===== src/rtl/mmeg_pkg.sv =====
`default_nettype none
// ----------------------------------------------------------------------------
// mmeg_pkg
// Shared types, constants and the sine lookup for the multi-mode excitation
// generator.
// ----------------------------------------------------------------------------
package mmeg_pkg;

   // Width of every drive code.
   localparam int CODE_W = 12;
   localparam int TICK_W = 16;

   // Default timing and ramp bounds.
   localparam int PRBS_HOLD_DEFAULT   = 8;
   localparam int SQUARE_HALF_DEFAULT = 200;
   localparam int RAMP_LOW_DEFAULT    = 800;
   localparam int RAMP_HIGH_DEFAULT   = 3280;
   localparam int SINE_STEPS_DEFAULT  = 40;

   // Register reset values.
   localparam logic [CODE_W-1:0] LOW_LEVEL_RESET  = 12'd800;
   localparam logic [CODE_W-1:0] HIGH_LEVEL_RESET = 12'd1240;

   // The sine table has a fixed length; its read tap counts modulo this.
   localparam int SINE_TABLE_LEN = 40;
   localparam int SINE_TAP_W     = 6;
   localparam logic [SINE_TAP_W-1:0] SINE_TAP_LAST = 6'(SINE_TABLE_LEN - 1);

   // Configuration register indexes.
   localparam int CSR_INDEX_W = 2;
   typedef enum logic [CSR_INDEX_W-1:0] {
      CSR_ENABLE     = 2'd0,
      CSR_LOW_LEVEL  = 2'd1,
      CSR_HIGH_LEVEL = 2'd2
   } csr_index_type;

   // Item operation codes.
   localparam logic OP_TICK   = 1'b0;
   localparam logic OP_BUTTON = 1'b1;

   // Generator modes, in button order.
   typedef enum logic [1:0] {
      MODE_PRBS   = 2'd0,
      MODE_SQUARE = 2'd1,
      MODE_SINE   = 2'd2,
      MODE_RAMP   = 2'd3
   } mode_type;

   // One period of floor(1020 + 220*sin(2*pi*n/40)).
   function automatic logic [CODE_W-1:0] sine_code(input logic [SINE_TAP_W-1:0] tap);
      logic [CODE_W-1:0] code;
      case (tap)
         6'd0:  code = 12'd1020;
         6'd1:  code = 12'd1054;
         6'd2:  code = 12'd1087;
         6'd3:  code = 12'd1119;
         6'd4:  code = 12'd1149;
         6'd5:  code = 12'd1175;
         6'd6:  code = 12'd1197;
         6'd7:  code = 12'd1216;
         6'd8:  code = 12'd1229;
         6'd9:  code = 12'd1237;
         6'd10: code = 12'd1240;
         6'd11: code = 12'd1237;
         6'd12: code = 12'd1229;
         6'd13: code = 12'd1216;
         6'd14: code = 12'd1197;
         6'd15: code = 12'd1175;
         6'd16: code = 12'd1149;
         6'd17: code = 12'd1119;
         6'd18: code = 12'd1087;
         6'd19: code = 12'd1054;
         6'd20: code = 12'd1020;
         6'd21: code = 12'd985;
         6'd22: code = 12'd952;
         6'd23: code = 12'd920;
         6'd24: code = 12'd890;
         6'd25: code = 12'd864;
         6'd26: code = 12'd842;
         6'd27: code = 12'd823;
         6'd28: code = 12'd810;
         6'd29: code = 12'd802;
         6'd30: code = 12'd800;
         6'd31: code = 12'd802;
         6'd32: code = 12'd810;
         6'd33: code = 12'd823;
         6'd34: code = 12'd842;
         6'd35: code = 12'd864;
         6'd36: code = 12'd890;
         6'd37: code = 12'd920;
         6'd38: code = 12'd952;
         6'd39: code = 12'd985;
         default: code = 12'd0;
      endcase
      return code;
   endfunction

endpackage
`default_nettype wire


===== src/rtl/multi_mode_excitation_generator.sv =====
`default_nettype none
// ----------------------------------------------------------------------------
// multi_mode_excitation_generator
// PWM excitation source with PRBS, square, sine and triangle ramp modes.
// ----------------------------------------------------------------------------
// Path: a request beat is captured in the input register and its result in the
// result register, which drives rsp_valid; while the result is stalled, the
// item waits in the input register. Throughput: one item per cycle while the
// result is not stalled; the rate is set by the single result register, which
// refills in the cycle its beat is taken. Reset: synchronous, active high; all
// generator state returns to its reset values at once, with no clearing sweep.
module multi_mode_excitation_generator #(
   parameter int PRBS_HOLD   = mmeg_pkg::PRBS_HOLD_DEFAULT,
   parameter int SQUARE_HALF = mmeg_pkg::SQUARE_HALF_DEFAULT,
   parameter int RAMP_LOW    = mmeg_pkg::RAMP_LOW_DEFAULT,
   parameter int RAMP_HIGH   = mmeg_pkg::RAMP_HIGH_DEFAULT,
   parameter int SINE_STEPS  = mmeg_pkg::SINE_STEPS_DEFAULT
) (
   input  wire logic                               clock,
   input  wire logic                               reset,
   // Request channel.
   input  wire logic                               req_valid,
   output logic                                    req_stall,
   input  wire logic                               req_operation,
   input  wire logic [mmeg_pkg::TICK_W-1:0]        req_tick_index,
   // Result channel.
   output logic                                    rsp_valid,
   input  wire logic                               rsp_stall,
   output logic [mmeg_pkg::CODE_W-1:0]             rsp_drive_code,
   output logic [1:0]                              rsp_mode_now,
   // Configuration write channel.
   input  wire logic                               csr_valid,
   output logic                                    csr_ready,
   input  wire logic [mmeg_pkg::CSR_INDEX_W-1:0]   csr_index,
   input  wire logic [mmeg_pkg::CODE_W-1:0]        csr_wdata
);

   localparam int TW     = mmeg_pkg::TICK_W;
   localparam int CW     = mmeg_pkg::CODE_W;
   localparam int STW    = mmeg_pkg::SINE_TAP_W;
   localparam int RECIP_W = 33;
   localparam int PROD_W  = TW + RECIP_W;
   // Reciprocals for exact 16-bit division by a constant: q = (x * M) >> 32.
   localparam logic [RECIP_W-1:0] PRBS_RECIP   =
      RECIP_W'((64'd1 << 32) / PRBS_HOLD + 1);
   localparam logic [RECIP_W-1:0] SQUARE_RECIP =
      RECIP_W'((64'd1 << 32) / SQUARE_HALF + 1);
   localparam int SINE_W = (SINE_STEPS > 1) ? $clog2(SINE_STEPS) : 1;
   localparam logic [SINE_W-1:0] SINE_LAST = SINE_W'(SINE_STEPS - 1);
   localparam logic [CW-1:0] RAMP_LOW_CODE  = CW'(RAMP_LOW);
   localparam logic [CW-1:0] RAMP_HIGH_CODE = CW'(RAMP_HIGH);

   // Configuration registers.
   logic           enable_ff;
   logic [CW-1:0]  low_level_ff;
   logic [CW-1:0]  high_level_ff;

   // Input register.
   logic           s1_valid_ff, s1_valid_in;
   logic           s1_op_ff;
   logic [TW-1:0]  s1_idx_ff;
   logic [TW-1:0]  s1_prbs_q_ff, s1_prbs_q_in;
   logic [TW-1:0]  s1_square_q_ff, s1_square_q_in;

   // Generator state.
   mmeg_pkg::mode_type            mode_ff, mode_in;
   logic [3:0]                    lfsr_ff, lfsr_in;
   logic                          square_ff, square_in;
   logic [SINE_W-1:0]             sine_idx_ff, sine_idx_in;
   logic [STW-1:0]                sine_tap_ff, sine_tap_in;
   logic [CW-1:0]                 ramp_pos_ff, ramp_pos_in;
   logic                          ramp_up_ff, ramp_up_in;
   logic [CW-1:0]                 held_ff, held_in;

   // Result register.
   logic           rsp_valid_ff, rsp_valid_in;
   logic [CW-1:0]  rsp_code_ff;
   logic [1:0]     rsp_mode_ff;

   logic           out_free;
   logic           s1_load;
   logic           s2_fire;
   logic [PROD_W-1:0] prbs_prod;
   logic [PROD_W-1:0] square_prod;
   logic           prbs_hit;
   logic           square_hit;
   logic           ramp_up_eff;
   logic           lfsr_fb;

   // Handshake: the result register frees up in the cycle its beat is taken.
   assign out_free  = !rsp_valid_ff || !rsp_stall;
   assign s2_fire   = s1_valid_ff && out_free;
   assign req_stall = s1_valid_ff && !out_free;
   assign s1_load   = req_valid && !req_stall;
   assign csr_ready = 1'b1;

   assign rsp_valid      = rsp_valid_ff;
   assign rsp_drive_code = rsp_code_ff;
   assign rsp_mode_now   = rsp_mode_ff;

   // Quotients of the tick index, used in the next stage for divisibility.
   assign prbs_prod      = PROD_W'(req_tick_index) * PROD_W'(PRBS_RECIP);
   assign square_prod    = PROD_W'(req_tick_index) * PROD_W'(SQUARE_RECIP);
   assign s1_prbs_q_in   = prbs_prod[32 +: TW];
   assign s1_square_q_in = square_prod[32 +: TW];

   always_comb begin
      s1_valid_in = s1_valid_ff;
      if (s1_load) begin
         s1_valid_in = 1'b1;
      end else if (s2_fire) begin
         s1_valid_in = 1'b0;
      end
   end

   // The index is a multiple when quotient times divisor gives it back.
   assign prbs_hit   = (32'(s1_prbs_q_ff) * 32'(PRBS_HOLD)) == 32'(s1_idx_ff);
   assign square_hit = (32'(s1_square_q_ff) * 32'(SQUARE_HALF)) == 32'(s1_idx_ff);

   assign lfsr_fb = lfsr_ff[0] ^ lfsr_ff[1];

   // A position at the high bound turns the ramp down, at the low bound up.
   always_comb begin
      if (ramp_pos_ff == RAMP_HIGH_CODE) begin
         ramp_up_eff = 1'b0;
      end else if (ramp_pos_ff == RAMP_LOW_CODE) begin
         ramp_up_eff = 1'b1;
      end else begin
         ramp_up_eff = ramp_up_ff;
      end
   end

   // Next generator state for the item in the input register.
   always_comb begin
      mode_in     = mode_ff;
      lfsr_in     = lfsr_ff;
      square_in   = square_ff;
      sine_idx_in = sine_idx_ff;
      sine_tap_in = sine_tap_ff;
      ramp_pos_in = ramp_pos_ff;
      ramp_up_in  = ramp_up_ff;
      held_in     = held_ff;
      if (s1_op_ff == mmeg_pkg::OP_BUTTON) begin
         mode_in = mmeg_pkg::mode_type'(mode_ff + 2'd1);
      end else if (enable_ff) begin
         unique case (mode_ff)
            mmeg_pkg::MODE_PRBS: begin
               if (prbs_hit) begin
                  lfsr_in = {lfsr_fb, lfsr_ff[3:1]};
               end
               held_in = lfsr_in[0] ? high_level_ff : low_level_ff;
            end
            mmeg_pkg::MODE_SQUARE: begin
               if (square_hit) begin
                  square_in = !square_ff;
               end
               held_in = square_in ? high_level_ff : low_level_ff;
            end
            mmeg_pkg::MODE_SINE: begin
               held_in = mmeg_pkg::sine_code(sine_tap_ff);
               // The tap follows the index modulo the table length.
               if (sine_idx_ff == SINE_LAST) begin
                  sine_idx_in = '0;
                  sine_tap_in = '0;
               end else begin
                  sine_idx_in = sine_idx_ff + SINE_W'(1);
                  sine_tap_in = (sine_tap_ff == mmeg_pkg::SINE_TAP_LAST) ?
                                '0 : sine_tap_ff + STW'(1);
               end
            end
            mmeg_pkg::MODE_RAMP: begin
               ramp_up_in  = ramp_up_eff;
               ramp_pos_in = ramp_up_eff ? ramp_pos_ff + CW'(1) : ramp_pos_ff - CW'(1);
               held_in     = ramp_pos_in;
            end
            default: begin
               held_in = held_ff;
            end
         endcase
      end
   end

   always_comb begin
      rsp_valid_in = rsp_valid_ff;
      if (s2_fire) begin
         rsp_valid_in = 1'b1;
      end else if (!rsp_stall) begin
         rsp_valid_in = 1'b0;
      end
   end

   // Control and state registers.
   always_ff @(posedge clock) begin
      if (reset) begin
         enable_ff     <= 1'b0;
         low_level_ff  <= mmeg_pkg::LOW_LEVEL_RESET;
         high_level_ff <= mmeg_pkg::HIGH_LEVEL_RESET;
         s1_valid_ff   <= 1'b0;
         rsp_valid_ff  <= 1'b0;
         mode_ff       <= mmeg_pkg::MODE_PRBS;
         lfsr_ff       <= 4'hF;
         square_ff     <= 1'b0;
         sine_idx_ff   <= '0;
         sine_tap_ff   <= '0;
         ramp_pos_ff   <= RAMP_LOW_CODE;
         ramp_up_ff    <= 1'b1;
         held_ff       <= '0;
      end else begin
         s1_valid_ff  <= s1_valid_in;
         rsp_valid_ff <= rsp_valid_in;
         if (csr_valid && csr_ready) begin
            unique case (csr_index)
               mmeg_pkg::CSR_ENABLE:     enable_ff     <= csr_wdata[0];
               mmeg_pkg::CSR_LOW_LEVEL:  low_level_ff  <= csr_wdata;
               mmeg_pkg::CSR_HIGH_LEVEL: high_level_ff <= csr_wdata;
               default: begin
               end
            endcase
         end
         if (s2_fire) begin
            mode_ff     <= mode_in;
            lfsr_ff     <= lfsr_in;
            square_ff   <= square_in;
            sine_idx_ff <= sine_idx_in;
            sine_tap_ff <= sine_tap_in;
            ramp_pos_ff <= ramp_pos_in;
            ramp_up_ff  <= ramp_up_in;
            held_ff     <= held_in;
         end
      end
   end

   // Payload registers.
   always_ff @(posedge clock) begin
      if (s1_load) begin
         s1_op_ff       <= req_operation;
         s1_idx_ff      <= req_tick_index;
         s1_prbs_q_ff   <= s1_prbs_q_in;
         s1_square_q_ff <= s1_square_q_in;
      end
      if (s2_fire) begin
         rsp_code_ff <= held_in;
         rsp_mode_ff <= mode_in;
      end
   end

   // A loaded result carries the mode now in force.
   a_mode_matches : assert property (@(posedge clock) disable iff (reset)
      s2_fire |=> (rsp_mode_ff == mode_ff))
      else $error("result mode differs from mode register");

   // A disabled tick repeats the held code.
   a_disabled_holds : assert property (@(posedge clock) disable iff (reset)
      (s2_fire && s1_op_ff == mmeg_pkg::OP_TICK && !enable_ff)
      |=> (rsp_code_ff == $past(held_ff)))
      else $error("disabled tick changed the drive code");

   // A button press advances the mode by one.
   a_button_advances : assert property (@(posedge clock) disable iff (reset)
      (s2_fire && s1_op_ff == mmeg_pkg::OP_BUTTON)
      |=> (mode_ff == 2'($past(mode_ff) + 2'd1)))
      else $error("button did not advance the mode");

   // An item waiting on a blocked result register is not lost.
   a_item_kept : assert property (@(posedge clock) disable iff (reset)
      (s1_valid_ff && rsp_valid_ff && rsp_stall) |=> s1_valid_ff)
      else $error("pending item dropped while output stalled");

endmodule
`default_nettype wire

===== config.mk =====
export PLATFORM = sky130hd
export DESIGN_NAME = multi_mode_excitation_generator
export DESIGN_NICKNAME = d
export VERILOG_FILES = /design/src/rtl/mmeg_pkg.sv /design/src/rtl/multi_mode_excitation_generator.sv
export SDC_FILE = /design/constraint.sdc
export NUM_CORES = 1
export LEC_CHECK = 0
export BUFFER_PORTS_ARGS = -buffer_cell sky130_fd_sc_hd__buf_2
export CAP_MARGIN = 5
export CELL_PAD_IN_SITES_DETAIL_PLACEMENT = 1
export CELL_PAD_IN_SITES_GLOBAL_PLACEMENT = 1
export CORE_MARGIN = 2
export CORE_UTILIZATION = 50
export DETAILED_ROUTE_END_ITERATION = 12
export PLACE_DENSITY = 0.94
export SYNTH_ARGS = -nofsm -noshare
export SYNTH_HDL_FRONTEND = slang
export SYNTH_SLANG_ARGS = --single-unit

===== constraint.sdc =====
create_clock -name clock -period 7.4 [get_ports clock]
set_input_delay 0 -clock clock [delete_from_list [all_inputs] [get_ports clock]]
set_output_delay 0 -clock clock [all_outputs]
set_load 0.005 [all_outputs]

## Word level (Yosys, flattened, before mapping)

Memories as Yosys holds them, arrays and structs flattened. A register that Yosys moved wholly into a read port is not among the register bits.
Index checks and enable logic that the tools add are counted.

- Multipliers: 3
- Muxes and demuxes: 26
- Bitwise operators: 2
- Eq/ne operators: 13
- $add $sub $neg: 5
- Reduce and logical (&&, ||, !) cells: 20

Operators with widths:

| cell | number |
|---|---|
| $mux W12 | 5 |
| $pmux W12 S4 | 1 |
| $mul A16 B30 Y46 const B | 1 |
| $mul A16 B25 Y41 const B | 1 |
| $eq A17 B16 Y1 | 2 |
| $mux W6 | 5 |
| $mux W4 | 4 |
| $reduce_and A4 Y1 | 4 |
| $mul A9 B5 Y14 const B | 1 |
| $add A12 B1 Y12 const B | 1 |
| $add A6 B1 Y6 const B | 2 |
| $eq A12 B10 Y1 const B | 1 |
| $eq A12 B12 Y1 const B | 1 |
| $eq A6 B6 Y1 const B | 2 |
| $sub A12 B1 Y12 const B | 1 |
| $mux W1 | 10 |
| $eq A2 B2 Y1 const B | 3 |
| $reduce_and A2 Y1 | 3 |
| $logic_not A1 Y1 | 5 |
| $reduce_and A5 Y1 | 1 |
| $eq A2 B1 Y1 const B | 2 |
| $logic_not A2 Y1 | 2 |
| $ne A4 B4 Y1 const B | 1 |
| $logic_and A1 B1 Y1 | 3 |
| other kinds (7) | 7 |

- Output and inout bits: 17
- Memories: 1
- Flip-flop bits (word level): 125
- Bits in read-only memories: 704
- Input port bits: 36

Memories:

| name | words | bits a word | rd ports | clocked after Yosys merged registers in | wr ports | line | source |
|---|---|---|---|---|---|---|---|
| (no name shown) | 64 | 11 | 1 | 1 | 0 | mmeg_pkg.sv:52 | `case (tap)` |

## Depth between registers and ports, before layout

- Depth in word-level cells: 10
- Depth in mapped cells: 22
- Depth with buffers taken out: 22

## Least setup slack after synthesis

Ideal clock, no wire load.

- Path type: in2reg
- From: input req_tick_index[4] in the netlist's numbering
- To: register s1_square_q_ff[7], data pin
- Slack: 2097 ps
- Cell stages on the path: 19
- Arrival time: 5046 ps
- Cell sequence: fa_1 > inv_1 > fa_1 > fa_1 > inv_1 > fa_1 > fa_1 > inv_1 > fa_1 > inv_1 > ha_1 > nand3_1 > nor4_1 > o2111ai_1 > and4b_1 > o31ai_1 > o21a_1 > nor2_1 > xnor2_1

- Word-level cells in the longest chain between the ends: 1

Ends and longest elaborated chain:

| item | line | source |
|---|---|---|
| start, declared | multi_mode_excitation_generator.sv:25 | `input wire logic [mmeg_pkg::TICK_W-1:0] req_tick_index,` |
| $mul A16 B25 Y41 | multi_mode_excitation_generator.sv:103 | `assign square_prod = PROD_W'(req_tick_index) * PROD_W'(SQUARE_RECIP);` |
| via s1_square_q_in[7] | multi_mode_excitation_generator.sv:63 | `logic [TW-1:0] s1_square_q_ff, s1_square_q_in;` |
| end signal, assigned | multi_mode_excitation_generator.sv:239 | `s1_square_q_ff <= s1_square_q_in;` |
| end, declared | multi_mode_excitation_generator.sv:63 |  |

The timed path passes the listed nets, and every way through them passes these cells.
A chain may end at the register's enable or synchronous reset.

## Final worst setup path

- From: input req_tick_index[5] in the netlist's numbering
- To: register s1_square_q_ff[7], data pin

The elaborated chain is that of the path after synthesis.

==> results.sh <==
export IMPL_min_period_ns=7.11
export IMPL_drt_first_pass_iters=7
export IMPL_synth_distinct_cells=77
export IMPL_ant_nets=0
export IMPL_yosys_area_top_type_share=0.210
export IMPL_maxCapViolCount=0
export IMPL_slew_headroom=0.372
export IMPL_port_buffers=51
export IMPL_cts_tree="yes"
export IMPL_grt_pass1_wl_um=71400
export IMPL_status="finished clean"
export IMPL_syn_to_final_growth_pct=11.3
export IMPL_grt_max_degree=44
export IMPL_die_x_um=164
export IMPL_fin_setup_tns_ns=0
export IMPL_max_clock_freq_mhz=141
export IMPL_coreArea_um2=25100
export IMPL_cts_sinks=121
export IMPL_drtIter0Drc=1059
export IMPL_gp_congestion=0.994
export IMPL_finalHoldViolations=0
export IMPL_synthFlopType="dfxtp_1"
export IMPL_drc=0
export IMPL_peakVddDrop_mv=0.567
export IMPL_cts_buffer_depth=2
export IMPL_diodes=0
export IMPL_crit_family="adder cells"
export IMPL_p_clk_frac=0.134
export IMPL_synth_edf_count=40
export IMPL_ys_ff_latch=121
export IMPL_setup_viol=0
export IMPL_worst_setup_path_end_kind="flip-flop"
export IMPL_vias_per_cell=6.33
export IMPL_clk_pin_slew_worst_paths_ns=0.06
export IMPL_critical_path_buf_inv_count=6
export IMPL_htree_num_levels=4
export IMPL_synth_area_leaders="ha_1, fa_1, dfxtp_1"
export IMPL_layout_nets=1788
export IMPL_worst_pin_slew_ns=0.942
export IMPL_path_max_fanout=10
export IMPL_n_fill_cell=2848
export IMPL_fin_crit_sh=0.961
export IMPL_yosysSeqAreaShare=0.222
export IMPL_power_switching_mw=3.13
export IMPL_ys_warn_count=0
export IMPL_post_dp_hpwl_um=32400
export IMPL_dieArea_um2=26800
export IMPL_pin_count=53
export IMPL_avgSynthCellArea_um2=9.47
export IMPL_die_h_um=164
export IMPL_track_usage=0.362
export IMPL_overflow=0
export IMPL_pwr_share_seq=0.128
export IMPL_async_reset_ff_frac=0
export IMPL_cp_arrival_ns=7.30
export IMPL_cp_start_kind="input pin"
export IMPL_cts_buffers=17
export IMPL_rsz0062_at_grt="false"
export IMPL_critical_path_cell_chain="dlygate4sd3_1, buf_2, fa_1, inv_1, fa_1, fa_1, inv_1, fa_1, fa_1, inv_1, fa_1, inv_1, ha_1, nand3_1, nor4_2, o2111ai_1, and4b_1, o31ai_1, o21a_1, nor2_1, xnor2_1"
export IMPL_synthCells=1344
export IMPL_grt_pass1_vias=12400
export IMPL_cpMaxStageDelayCell="nor4_2"
export IMPL_path_class="input pin to flip-flop"
export IMPL_postRouteWirelength_um=47100
export IMPL_antenna_found_initial=0
export IMPL_register_area_um2=2820
export IMPL_critPathRequiredTime_ns=7.59
export IMPL_p_comb_frac=0.738
export IMPL_multi_input_area_um2=8940
export IMPL_path_common_cell="fa_1"
export IMPL_synth_nets=1717
export IMPL_start_util=0.507
export IMPL_wl_per_cell_um=26.8
export IMPL_timing_hold_ws_ns=0.0454
export IMPL_drive_above_1_share=0.0798
export IMPL_power_leakage_nw=6.75
export IMPL_synth_area_um2=12700
export IMPL_worst_skew_pair_late_latency_ns=0.44
export IMPL_p_int_mw=3.06
export IMPL_max_stage_delay_ns=0.71
export IMPL_clockRootBuffer="clkbuf_16"
export IMPL_hold_class="input pin to flip-flop"
export IMPL_yosys_area_top_type="ha_1"
export IMPL_p_sw_frac=0.506
export IMPL_skew_ns=0.0139
export IMPL_route_vias_total=11100
export IMPL_drv_slew=0
export IMPL_num_rows=58
export IMPL_pwr_density_cell_nw_per_um2=436
final timing paths:
path / start / to / slack (ns) / cells past startpoint
max: req_tick_index[5] / s1_square_q_ff[7] / 0.29 / 21
min reg2reg: held_ff[2] / held_ff[2] / 0.47 / 2
max reg2reg: s1_square_q_ff[1] / rsp_drive_code[10] / 2.48 / 13
min: req_tick_index[0] / s1_idx_ff[0] / 0.05 / 1
metal layers:
| metal | GRT usage | vias up | share of wire | wire, µm |
|---|---|---|---|---|
| met1 | 0.380 | 5530 | 0.35 | 16400 |
| met4 | 0.300 | 0 | 0.097 | 4590 |
| li1 | - | 4712 | - | - |
| met2 | 0.621 | 619 | 0.49 | 22900 |
| met3 | 0.0777 | 271 | 0.067 | 3160 |
| met5 | 0 | - | 0 | 0 |
area by class of cell:
class                           count  area share
Multi-Input combinational cell    970       0.631
Sequential cell                   121       0.199
Tap cell                          330      0.0291
Inverter                          216      0.0572
Clock buffer                       19      0.0305
Timing Repair Buffer               89      0.0438
Clock inverter                     13     0.00909
what timing repair did:
| item | CTS | global route |
|---|---|---|
| endpoints found under the setup margin | 0 | 3 |
| buffers inserted | 0 | 0 |
| hold buffers | 32 | 0 |
| resized for setup | 0 | 1 |
| hold endpoints to repair | 43 | 0 |
power by group through the flow:
| stage | clock [mW] | combinational [mW] | sequential (mW) |
|---|---|---|---|
| finish | 0.829 | 4.56 | 0.795 |
| CTS | 0.825 | 4.30 | 0.793 |
| global placement | 0 | 3.71 | 0.803 |
| global route | 0.852 | 4.95 | 0.797 |
| detailed placement | 0 | 4.18 | 0.806 |
| floorplan | 0 | 2.91 | 0.791 |
metrics by stage:
| stage | std cells | cell area [µm²] | power, mW | setup WS [ns] | utilization |
|---|---|---|---|---|---|
| after global placement | 1694 | 13300 | 4.52 | 0.753 | 0.529 |
| after global routing | 1758 | 14200 | 6.60 | 0.247 | 0.564 |
| final | 1758 | 14200 | 6.19 | 0.292 | 0.564 |
| after CTS | 1758 | 14200 | 5.91 | 0.189 | 0.564 |
| after floorplan | 1344 | 12700 | 3.70 | 2.10 | - |
| after detailed placement | 1694 | 13300 | 4.99 | 0.342 | 0.529 |
flip-flops by register name, summed over array words and instances (netlist names), 2 cells and up, named ones only:
name,flops
rsp_mode_now,2
sine_tap_ff,6
ramp_pos_ff,12
sine_idx_ff,6
lfsr_ff,4
rsp_drive_code,12
s1_square_q_ff,9
s1_idx_ff,15
high_level_ff,12
held_ff,12
low_level_ff,12
mode_ff,2
worst register-to-register path: cells and delay by family, from the launching register on:
family | cells | cell delay [ns]
xor gates and xnor gates | 2 | 0.72
DFF | 1 | 0.46
and+or+nand+nor | 4 | 1.04
muxes | 1 | 0.37
AOI/OAI and AO/OA | 2 | 0.62
adders and majority gates | 4 | 1.45
synth_stat cells (all sizes together), types with 4 or more instances:
cell and number:
a211o 6, a211oi 11, a21o 8, a21oi 78
a221o 8, a221oi 6, a31oi 6, and3 6
buf 9, clkbuf 28, dfxtp 81, edfxtp 40
fa 123, ha 214, inv 214, mux2 9
mux2i 20, nand2 147, nand2b 8, nand3 33
nand4 12, nor2 59, nor2b 5, nor3 13
nor4 6, o2111ai 4, o211ai 9, o21a 13
o21ai 39, o22ai 8, o31ai 4, o32ai 5
or2 9, or3 7, xnor2 31, xor2 17
cell families (layout without fill, tap and decap cells):
family | Yosys count | after routing | synth area share
compound gates | 233 | 233 | 0.121
xor+xnor | 49 | 49 | 0.0363
fa+ha+maj | 337 | 337 | 0.404
buf+inv | 253 | 337 | 0.0763
flops | 121 | 121 | 0.222
mux | 29 | 29 | 0.0246
other cells | 1 | 1 | 0.000295
simple gates | 321 | 321 | 0.116
cell usage in the layout, fill, tap and decap left out, types with 6 or more instances in the layout:
master / instances
a211o_1: 6
a211oi_1: 10
a21o_1: 8
a21oi_1: 76
a221o_1: 8
a31oi_1: 6
and3_1: 6
buf_2: 51
buf_4: 6
clkbuf_16: 17
dfxtp_1: 81
dlygate4sd3_1: 32
edfxtp_1: 40
fa_1: 123
ha_1: 214
inv_1: 213
mux2_2: 6
mux2i_1: 20
nand2_1: 147
nand2b_1: 8
nand3_1: 33
nand4_1: 12
nor2_1: 59
nor3_1: 12
o211ai_1: 9
o21a_1: 13
o21ai_0: 30
o21ai_1: 9
o22ai_1: 8
or2_2: 9
or3_1: 7
xnor2_1: 30
xor2_1: 17
No activity file was read; power rests on OpenSTA's default activity.
